==> src/design/smc_pkg.sv <==
// ----------------------------------------------------------------------------
// smc_pkg
// Shared types and constants of the stack machine core.
// ----------------------------------------------------------------------------
`default_nettype none
package smc_pkg;
  localparam int unsigned DataDepth   = 256;
  localparam int unsigned RetDepth    = 256;
  localparam int unsigned MemWords    = 4096;
  localparam int unsigned DAW         = $clog2(DataDepth);
  localparam int unsigned RAW         = $clog2(RetDepth);
  localparam int unsigned MAW         = $clog2(MemWords);
  localparam int unsigned DCW         = DAW + 1;
  localparam int unsigned RCW         = RAW + 1;

  typedef enum logic [3:0] {
    CMD_PUSH = 4'd0, CMD_ADD = 4'd1, CMD_SUB = 4'd2, CMD_MUL = 4'd3,
    CMD_DIV = 4'd4, CMD_MOD = 4'd5, CMD_FETCH = 4'd6, CMD_STORE = 4'd7,
    CMD_APPEND = 4'd8, CMD_PTR = 4'd9, CMD_TOR = 4'd10, CMD_FROMR = 4'd11
  } cmd_t;

  typedef enum logic [2:0] {
    ST_OK = 3'd0, ST_DUNDER = 3'd1, ST_DOVER = 3'd2, ST_RUNDER = 3'd3, ST_ROVER = 3'd4
  } status_t;

  // Controller to datapath commands.
  typedef struct packed {
    logic       accept;    // latch the request
    logic       pop_b;     // capture b from read data
    logic       pop_a;
    logic       pop_r;
    logic       alu;       // compute the result value
    logic       div_go;
    logic       push_d;
    logic       push_r;
    logic       wr_m;
    logic       done;      // capture top and emit result
  } ctl_t;

  typedef struct packed {
    logic div_busy;
  } sts_t;
endpackage
`default_nettype wire

==> src/design/smc_ctrl.sv <==
// ----------------------------------------------------------------------------
// smc_ctrl
// Command sequencer for the stack machine core.
// ----------------------------------------------------------------------------
`default_nettype none
module smc_ctrl (
  input  wire logic          clk,
  input  wire logic          rst_n,
  input  wire logic          start,
  input  wire logic          ready,
  input  wire logic [3:0]    in_command,
  input  wire smc_pkg::sts_t sts,
  output smc_pkg::ctl_t      ctl,
  output logic               busy,
  output logic               out_valid
);
  typedef enum logic [10:0] {
    S_IDLE  = 11'b00000000001, S_RDB = 11'b00000000010, S_POPB = 11'b00000000100,
    S_POPA  = 11'b00000001000, S_DIV = 11'b00000010000, S_MRD = 11'b00000100000,
    S_MCAP  = 11'b00001000000, S_ALU = 11'b00010000000, S_WR  = 11'b00100000000,
    S_TOP   = 11'b01000000000, S_DONE = 11'b10000000000
  } state_t;

  state_t st_r, st_nxt;
  logic [3:0] cmd_r;
  logic done_r;

  always_comb begin
    ctl = '0;
    st_nxt = st_r;
    case (st_r)
      S_IDLE: begin
        if (start && ready) begin ctl.accept = 1'b1; st_nxt = S_RDB; end
      end
      S_RDB: begin
        // address is count-1 on both stacks: read data arrives next cycle
        case (cmd_r)
          smc_pkg::CMD_PUSH, smc_pkg::CMD_PTR: st_nxt = S_ALU;
          default: if (cmd_r > smc_pkg::CMD_FROMR) st_nxt = S_TOP; else st_nxt = S_POPB;
        endcase
      end
      S_POPB: begin
        if (cmd_r == smc_pkg::CMD_FROMR) ctl.pop_r = 1'b1; else ctl.pop_b = 1'b1;
        if (cmd_r inside {smc_pkg::CMD_ADD, smc_pkg::CMD_SUB, smc_pkg::CMD_MUL,
                          smc_pkg::CMD_DIV, smc_pkg::CMD_MOD, smc_pkg::CMD_STORE})
          st_nxt = S_POPA;
        else if (cmd_r == smc_pkg::CMD_FETCH) st_nxt = S_MRD;
        else if (cmd_r == smc_pkg::CMD_APPEND) st_nxt = S_ALU;
        else st_nxt = S_ALU;
      end
      S_POPA: begin
        // read of new top was issued while popping b
        ctl.pop_a = 1'b1;
        if (cmd_r == smc_pkg::CMD_DIV || cmd_r == smc_pkg::CMD_MOD) st_nxt = S_DIV;
        else st_nxt = S_ALU;
      end
      S_DIV: begin
        ctl.div_go = 1'b1; st_nxt = S_MCAP;
      end
      S_MCAP: begin
        if (cmd_r == smc_pkg::CMD_FETCH || !sts.div_busy) st_nxt = S_ALU;
      end
      S_MRD: st_nxt = S_MCAP;
      S_ALU: begin
        ctl.alu = 1'b1; st_nxt = S_WR;
      end
      S_WR: begin
        case (cmd_r)
          smc_pkg::CMD_STORE: begin ctl.wr_m = 1'b1; st_nxt = S_TOP; end
          smc_pkg::CMD_APPEND: begin ctl.wr_m = 1'b1; st_nxt = S_MRD; end
          smc_pkg::CMD_TOR: begin ctl.push_r = 1'b1; st_nxt = S_TOP; end
          default: begin ctl.push_d = 1'b1; st_nxt = S_TOP; end
        endcase
      end
      S_TOP: st_nxt = S_DONE;
      S_DONE: begin ctl.done = 1'b1; st_nxt = S_IDLE; end
      default: st_nxt = S_IDLE;
    endcase
    // append: the write address is the old pointer + 1; the pointer advances with the write
    if (st_r == S_MRD && cmd_r == smc_pkg::CMD_APPEND) st_nxt = S_TOP;
  end

  always_ff @(posedge clk) begin
    if (!rst_n) begin
      st_r <= S_IDLE; done_r <= 1'b0;
    end else begin
      st_r <= st_nxt; done_r <= ctl.done;
    end
    if (ctl.accept) cmd_r <= in_command;
  end

  assign busy = (st_r != S_IDLE) || !ready;
  assign out_valid = done_r;

  a_onehot: assert property (@(posedge clk) disable iff (!rst_n) $onehot(st_r))
    else $error("state not one-hot");
  a_accept_idle: assert property (@(posedge clk) disable iff (!rst_n)
    ctl.accept |-> st_r == S_IDLE) else $error("accept outside idle");
  a_result_once: assert property (@(posedge clk) disable iff (!rst_n)
    out_valid |=> !out_valid) else $error("double result");
endmodule
`default_nettype wire

==> config.mk <==
export PLATFORM = sky130hd
export DESIGN_NAME = smc_ctrl
export DESIGN_NICKNAME = d
export VERILOG_FILES = /design/src/design/smc_pkg.sv /design/src/design/smc_ctrl.sv
export SDC_FILE = /design/constraint.sdc
export NUM_CORES = 1
export LEC_CHECK = 0
export BUFFER_PORTS_ARGS = -buffer_cell sky130_fd_sc_hd__buf_2
export CORE_MARGIN = 3
export CORE_UTILIZATION = 50
export DETAILED_ROUTE_END_ITERATION = 10
export PLACE_DENSITY = 0.81
export SLEW_MARGIN = 20
export SYNTH_ARGS = -nofsm -noshare
export SYNTH_HDL_FRONTEND = slang
export SYNTH_SLANG_ARGS = --single-unit
==> constraint.sdc <==
create_clock -name clk -period 3.6 [get_ports clk]
set_clock_uncertainty 0.2 [all_clocks]
set_input_delay 0.54 -clock clk [delete_from_list [all_inputs] [get_ports clk]]
set_output_delay 0.54 -clock clk [all_outputs]
set_load 0.02 [all_outputs]
# Yosys cells after proc, flatten, opt, wreduce, memory -nomap -nowiden
# Index checks and enable logic that the tools add are counted.
[op_classes]
order_cmp = 1
eq_ne = 27
muxes = 24
n_bitwise = 1
reduce_logical = 16
[op_table]
columns = ["cell", "count"]
rows = [
  ["$pmux W11 S9", 1],
  ["$mux W10", 4],
  ["$mux W8", 3],
  ["$mux W11", 2],
  ["$eq A4 B3 Y1 const B", 4],
  ["$eq A4 B4 Y1 const B", 4],
  ["$mux W1", 13],
  ["$eq A11 B1 Y1 const B", 1],
  ["$eq A11 B10 Y1 const B", 1],
  ["$eq A11 B11 Y1 const B", 1],
  ["$eq A11 B2 Y1 const B", 1],
  ["$eq A11 B3 Y1 const B", 1],
  ["$eq A11 B4 Y1 const B", 1],
  ["$eq A11 B5 Y1 const B", 1],
  ["$eq A11 B6 Y1 const B", 1],
  ["$eq A11 B7 Y1 const B", 1],
  ["$eq A11 B8 Y1 const B", 1],
  ["$eq A11 B9 Y1 const B", 1],
  ["$ne A11 B1 Y1 const B", 1],
  ["$eq A4 B2 Y1 const B", 2],
  ["$reduce_or A2 Y1", 4],
  ["$ne A3 B3 Y1 const B", 2],
  ["$reduce_bool A6 Y1", 1],
  ["$eq A4 B1 Y1 const B", 1],
  ["10 further kinds", 16],
]
[word_totals]
ff_bits = 16
inputBits = 9
out_inout_bits = 12
word_cells = 73

# Longest topological paths before layout
# Gate-level depths: netlist of run 1.
[logic_depth]
depth_word = 5
mapped_depth = 7
ltp_nobuf = 5

# Least setup slack after synthesis of run 1
# OpenSTA, ideal clock, no wires.
[synth_timing]
path_kind = "flip-flop to output port"
startpoint = "register st_r[2]"
endpoint = "output port ctl[0] (netlist name)"
arrival_ns = 1.680
required_ns = 2.860
path_slack_ns = 1.180
path_stages_with_launch = 5
path_buffers = 1
path_cell_list = "dfxtp_1 > buf_2 > nor4_4 > nand2_1 > nor4b_1"
[synth_rtl]
columns = ["item", "line", "text"]
rows = [
  ["start, declared", "smc_ctrl.sv:24", "state_t st_r, st_nxt;"],
  ["start signal, assigned", "smc_ctrl.sv:87", "st_r <= st_nxt; done_r <= ctl.done;"],
  ["end, declared", "smc_ctrl.sv:13", "output smc_pkg::ctl_t ctl,"],
]

==> reports/qor.csv, run 1 <==
metric;value;unit
wire length per cell;13.49;um
Area growth syn-to-layout;7.358;%
leakage power;0.4780;nW
root buf cell;clkbuf_4;
Worst slew margin;52.29;%
met2 GRT Util;31.02;%
std cell rows;16;
GPL Wtd Cong;0.9227;
clk_lat worst skew;0.30;ns
net switching power;0.09359;mW
share of power burned in combinational logic;12.9;%
worst min-delay path category;in2reg;
final wirelength;2307;um
Synth Cell Area;1122;sq um
crit start category;flop;
Antenna diodes;0;
IO Port Bufs;20;
most used routing layer;met2;
Max Root-Sink Buffers;2;
vias in the first global route;903;
CTS Buf Count;3;
post-synthesis sequential area ratio;32.11;%
Final Hold Viols;0;
Netlist cell types;44;
first-pass GRT wire length;3891;um
# clock sinks;16;
post-route ant nets;0;
H-tree levels;1;
Syn Inst Count;132;
Setup Buffers After CTS;0;
status;completed;
EDFF count, synth;4;
worst hold slack;0.2100;ns
final setup fails;0;
post-CTS sizing;0;
Slew @ Worst Pin;0.7057;ns
Synth area leader;dfxtp_1;
hpwl dp;1789;um
Max VDD drop;0.0002813;V
mux share of post-synthesis cell area;0;%
Nets;154;
Main synth FF type;dfxtp_1;
WP data arrival;2.14;ns
Pre-Repair DR Iteration Count;4;
initial antenna violation count;0;
Reg2Reg Depth;5;
I/O pin count;21;
fin crit share;79.93;%
drt via density;5.953;
sw frac;27.25;%
gr ovfl total;0;
Synth Area in Simple Gates;38.91;%
type of the worst setup path;reg2out;
part of the power in registers;57.8;%
placed inst area;1179;sq um
Synth warnings;0;
hold path depth;1;
minimum clock period;2.878;ns
RSZ-0062 raised after global routing;no;
Util after Layout;59.01;%
Synth Area in Adders;0;%
main combinational cell family by area after synthesis;simple AND/OR/NAND/NOR gates;
pre-CTS setup slack;1.017;ns
Pint;0.2499;mW
die extent in x;53.38;um
post-synth top area share;21.40;%
count leader, synth;nor2_1;
DR vias;1018;
# DRC;0;
P per Cell Area;285.0;nW/um^2
post-synthesis compound-gate area fraction;17.28;%
Initial Util;54.96;%
top cells by area, synth;dfxtp_1, edfxtp_1, nor2_1, o21ai_0, nor4b_1;
Yosys reg bits;16;
layout cells sized above 1;21.53;%
XOR/XNOR share of the synthesized area;3.122;%
clock-pin slew on the worst setup and hold paths;0.10;ns
worst path required time;2.86;ns
FMAX;0.3475;GHz
Die H;53.38;um
Starting DRT DRC Count;21;
PnR worst setup slack;0.7224;ns
Clock power frac;29.2;%
Syn Area/Cell;8.502;sq um
critical path fanouts, max;8;
Max Cap Viol;0;
most common library cells after synthesis;nor2_1, dfxtp_1, o21ai_0;
Worst Setup End Kind;output pin;
GRT met1 Usage;23.62;%
core box area;2042;sq um
fin. max-slew vios;0;
fraction of registers with async set/reset;0;%
largest net degree at the start of global routing;12;
Design Area, Final;1205;sq um
Net Count, Synth;141;
CTS Hold Buffers Added;0;
CTS tree;done;
Post-Route Setup TNS;0;ns
total track usage;18.80;%
M3 GR Usage;3.380;%
die area;2849;sq um
==> registers in the layout, summed over array words and instances (netlist names) <==
signal     cells
cmd_r          4
out_valid      1
st_r          11
==> kinds of logic after synthesis <==
family / count (synthesis)
AND/OR/NAND/NOR: 68
AO/OA/AOI/OAI: 27
buffers and inverters: 17
flip-flops: 16
XOR/XNOR: 4
==> final cells by class <==
class	instances	area (sq um)
flip-flops and latches	16	360.3
fillers	203	837.1
multi-input cells	99	665.6
clock buffers	4	26.28
well taps	27	33.78
repair buffers	20	100.1
inverters	5	18.77
==> through the flow <==
step	std cells	power [mW]
2_1_floorplan	132	0.2347
3_3_place_gp	167	0.2451
3_5_place_dp	167	0.2470
4_1_cts	171	0.3447
5_1_grt	171	0.3577
6_report	171	0.3435
==> placed cells by master, fill, tap and decap left out, types with 2 or more instances in the layout <==
cell type	n
nor2b_1	4
a21oi_1	4
nor3b_1	3
o2111ai_1	2
nand4_1	3
nand3_1	3
clkbuf_4	3
o21ai_0	9
o211ai_1	2
nand2_1	8
buf_2	20
nand2b_1	4
nor3_1	8
nor4_4	2
nor4_1	3
nor2_1	13
dfxtp_1	12
and2_1	3
nor4b_1	5
inv_1	5
xor2_1	4
nand4b_1	2
edfxtp_1	4
==> routing by layer <==
layer  vias up  wire [um]
met5         -          0
met4         0         39
met3         5         75
met2        18       1159
met1       485       1033
li1        510          -
==> power by group through the flow <==
stage                     logic (mW)  registers [mW]  clock network [mW]
final                         0.0444           0.199               0.100
after global routing          0.0503           0.200               0.107
after floorplan               0.0405           0.194                   0
after global placement        0.0430           0.202                   0
after CTS                     0.0446           0.198               0.102
after detailed placement      0.0444           0.203                   0
==> worst paths after layout <==
| kind | endpoint | start | slack, ns |
|---|---|---|---|
| setup reg to reg | st_r[3] | cmd_r[3] | 1.34 |
| setup / recovery | ctl[9] | st_r[0] | 0.72 |
| hold reg to reg | st_r[10] | st_r[9] | 0.35 |
| hold / removal | cmd_r[3] | in_command[3] | 0.21 |
==> critical path, stage by stage (launching register included) <==
cell	delay [ns]
dfxtp_1	0.51
nor4b_1	0.63
nand2_1	0.15
nor2_1	0.32
buf_2	0.23
Power figures use the tool's default switching activity.
==> inputs of run 2 (changes only) <==
- clock period: 3.6 -> 2.96 ns (I/O delays scaled with it)
==> run 2 against run 1 <==
Compared with the run above:
- via count down 1.1%
- largest cell class unchanged
- register-to-register slack worse by 0.50 ns
- first-iteration DRC count up 19%
- critical endpoint unchanged
- highest routed layer unchanged
- total power up 21%
- combinational power up 26%
- sequential share of layout area down 0.19 points
- cell area up 0.62%
- wire length up 3.1%
- utilization up 0.37 points
- hold slack worse by 0.083 ns
==> reports/qor.csv, run 2 (same netlist as run 1, synthesis figures left out) <==
metric;value;unit;change
clk_lat worst skew;0.29;ns;about the same
crit start category;flop;;
Antenna diodes;0;;unchanged
H-tree levels;1;;unchanged
die extent in x;53.38;um;unchanged
share of power burned in combinational logic;13.4;%;+0.5 points
Initial Util;54.96;%;unchanged
Max Root-Sink Buffers;2;;unchanged
IO Port Bufs;20;;unchanged
CTS Buf Count;3;;unchanged
final setup fails;0;;unchanged
net switching power;0.1145;mW;+22%
final wirelength;2379;um;+3.1%
PnR worst setup slack;0.3576;ns;-0.3648 ns
Nets;155;;+0.65%
status;completed;;
Post-Route Setup TNS;0;ns;unchanged
hpwl dp;1826;um;+2.1%
RSZ-0062 raised after global routing;no;;
# clock sinks;16;;unchanged
clock-pin slew on the worst setup and hold paths;0.09;ns;about the same
post-CTS sizing;0;;unchanged
largest net degree at the start of global routing;12;;unchanged
most common cell after layout, fill and taps aside;buf_2;;
sw frac;27.45;%;+0.20 points
Final Hold Viols;0;;unchanged
critical path fanouts, max;10;;+2
Util after Layout;59.38;%;+0.37 points
worst path required time;2.32;ns;-0.54 ns
Worst slew margin;57.90;%;+5.6 points
Clock power frac;28.6;%;-0.6 points
WP data arrival;1.96;ns;-0.18 ns
r2r setup slk;0.84;ns;-0.50 ns
Starting DRT DRC Count;25;;+19%
fin crit share;87.92;%;
CTS Hold Buffers Added;0;;unchanged
CTS tree;done;;
part of the power in registers;57.9;%;about the same
drt via density;5.855;;-1.7%
post-route ant nets;0;;unchanged
placed cell count;168;;+0.60%
Pint;0.3026;mW;+21%
# DRC;0;;unchanged
Die H;53.38;um;unchanged
Area growth syn-to-layout;8.027;%;
total track usage;20.09;%;+1.3 points
root buf cell;clkbuf_4;;
die area;2849;sq um;unchanged
Max Cap Viol;0;;unchanged
core box area;2042;sq um;unchanged
DR vias;1007;;-1.1%
pre-CTS setup slack;0.6781;ns;-0.3391 ns
most frequent cells in the layout;buf_2, nor2_1, dfxtp_1;;
minimum clock period;2.602;ns;
fin. max-slew vios;0;;unchanged
I/O pin count;21;;unchanged
Setup Buffers After CTS;0;;unchanged
vias in the first global route;974;;+7.9%
GPL Wtd Cong;0.8195;;-11%
Worst Setup End Kind;output pin;;
gr ovfl total;0;;unchanged
worst min-delay path category;in2reg;;
std cell rows;16;;unchanged
Slew @ Worst Pin;0.6228;ns;-0.08299 ns
Largest Register;st_r;;
layout cells sized above 1;22.07;%;+0.54 points
P per Cell Area;344.1;nW/um^2;+21%
max FFs per register;11;;unchanged
type of the worst setup path;reg2out;;
Max VDD drop;0.0003113;V;+11%
Finished Layout Cells;172;;+0.58%
wire length per cell;13.83;um;+2.5%
FMAX;0.3843;GHz;
leakage power;0.4829;nW;+1.0%
Pre-Repair DR Iteration Count;4;;unchanged
initial antenna violation count;0;;unchanged
first-pass GRT wire length;4202;um;+8.0%
-- run 2: cell types whose count changed in the layout (fill, tap and decap cells not counted) --
cell	change
buf_4	+1
clkinv_1	+1
clkbuf_1	-1
-- run 2: area by class of cell --
class,count,area (sq um)
timing repair buffer,21,107.6
sequential,16,360.3
tap,27,33.78
clock buffer,3,22.52
fill,199,829.5
clock inverter,1,3.754
multi-input combinational,99,665.6
inverter,5,18.77
-- run 2: metal layers --
| layer | global-route usage [%] | routed length [um] | vias to the layer above | part of all wire [%] |
|---|---|---|---|---|
| li1 | - | - | 511 | - |
| met1 | 22.91 | 965 | 460 | 41 |
| met2 | 36.33 | 1263 | 29 | 53 |
| met3 | 2.535 | 98 | 7 | 4.1 |
| met4 | 9.362 | 51 | 0 | 2.1 |
| met5 | 0 | 0 | - | 0 |
-- run 2: worst max-delay path, cell delays in order (launching register included) --
cell and delay, ns:
dfxtp_1 0.42, nor4_4 0.37, and2_4 0.27, nand2_1 0.08
nor2_1 0.29, buf_2 0.23
-- run 2: power by group through the flow --
| stage | Sequential [mW] | Combinational (mW) | Clock [mW] |
|---|---|---|---|
| 5_1_grt | 0.243 | 0.0645 | 0.128 |
| 4_1_cts | 0.242 | 0.0566 | 0.121 |
| 3_3_place_gp | 0.246 | 0.0546 | 0 |
| 6_report | 0.242 | 0.0560 | 0.119 |
| 3_5_place_dp | 0.247 | 0.0561 | 0 |
| 2_1_floorplan | 0.236 | 0.0493 | 0 |
-- run 2: final timing paths --
check,end,cells after the start,startpoint
max,ctl[9],5,st_r[5]
min,cmd_r[2],1,in_command[2]
max reg2reg,st_r[3],5,cmd_r[3]
min reg2reg,st_r[10],1,st_r[8]
-- run 2: metrics by stage --
stage               hold WS [ns]  instance area (sq um)  total power, mW
finish                    0.1266                   1212           0.4172
global placement          0.3215                   1186           0.3006
CTS                       0.1244                   1212           0.4195
floorplan                 0.2952                   1122           0.2854
global route              0.1251                   1212           0.4359
detailed placement        0.3327                   1186           0.3028
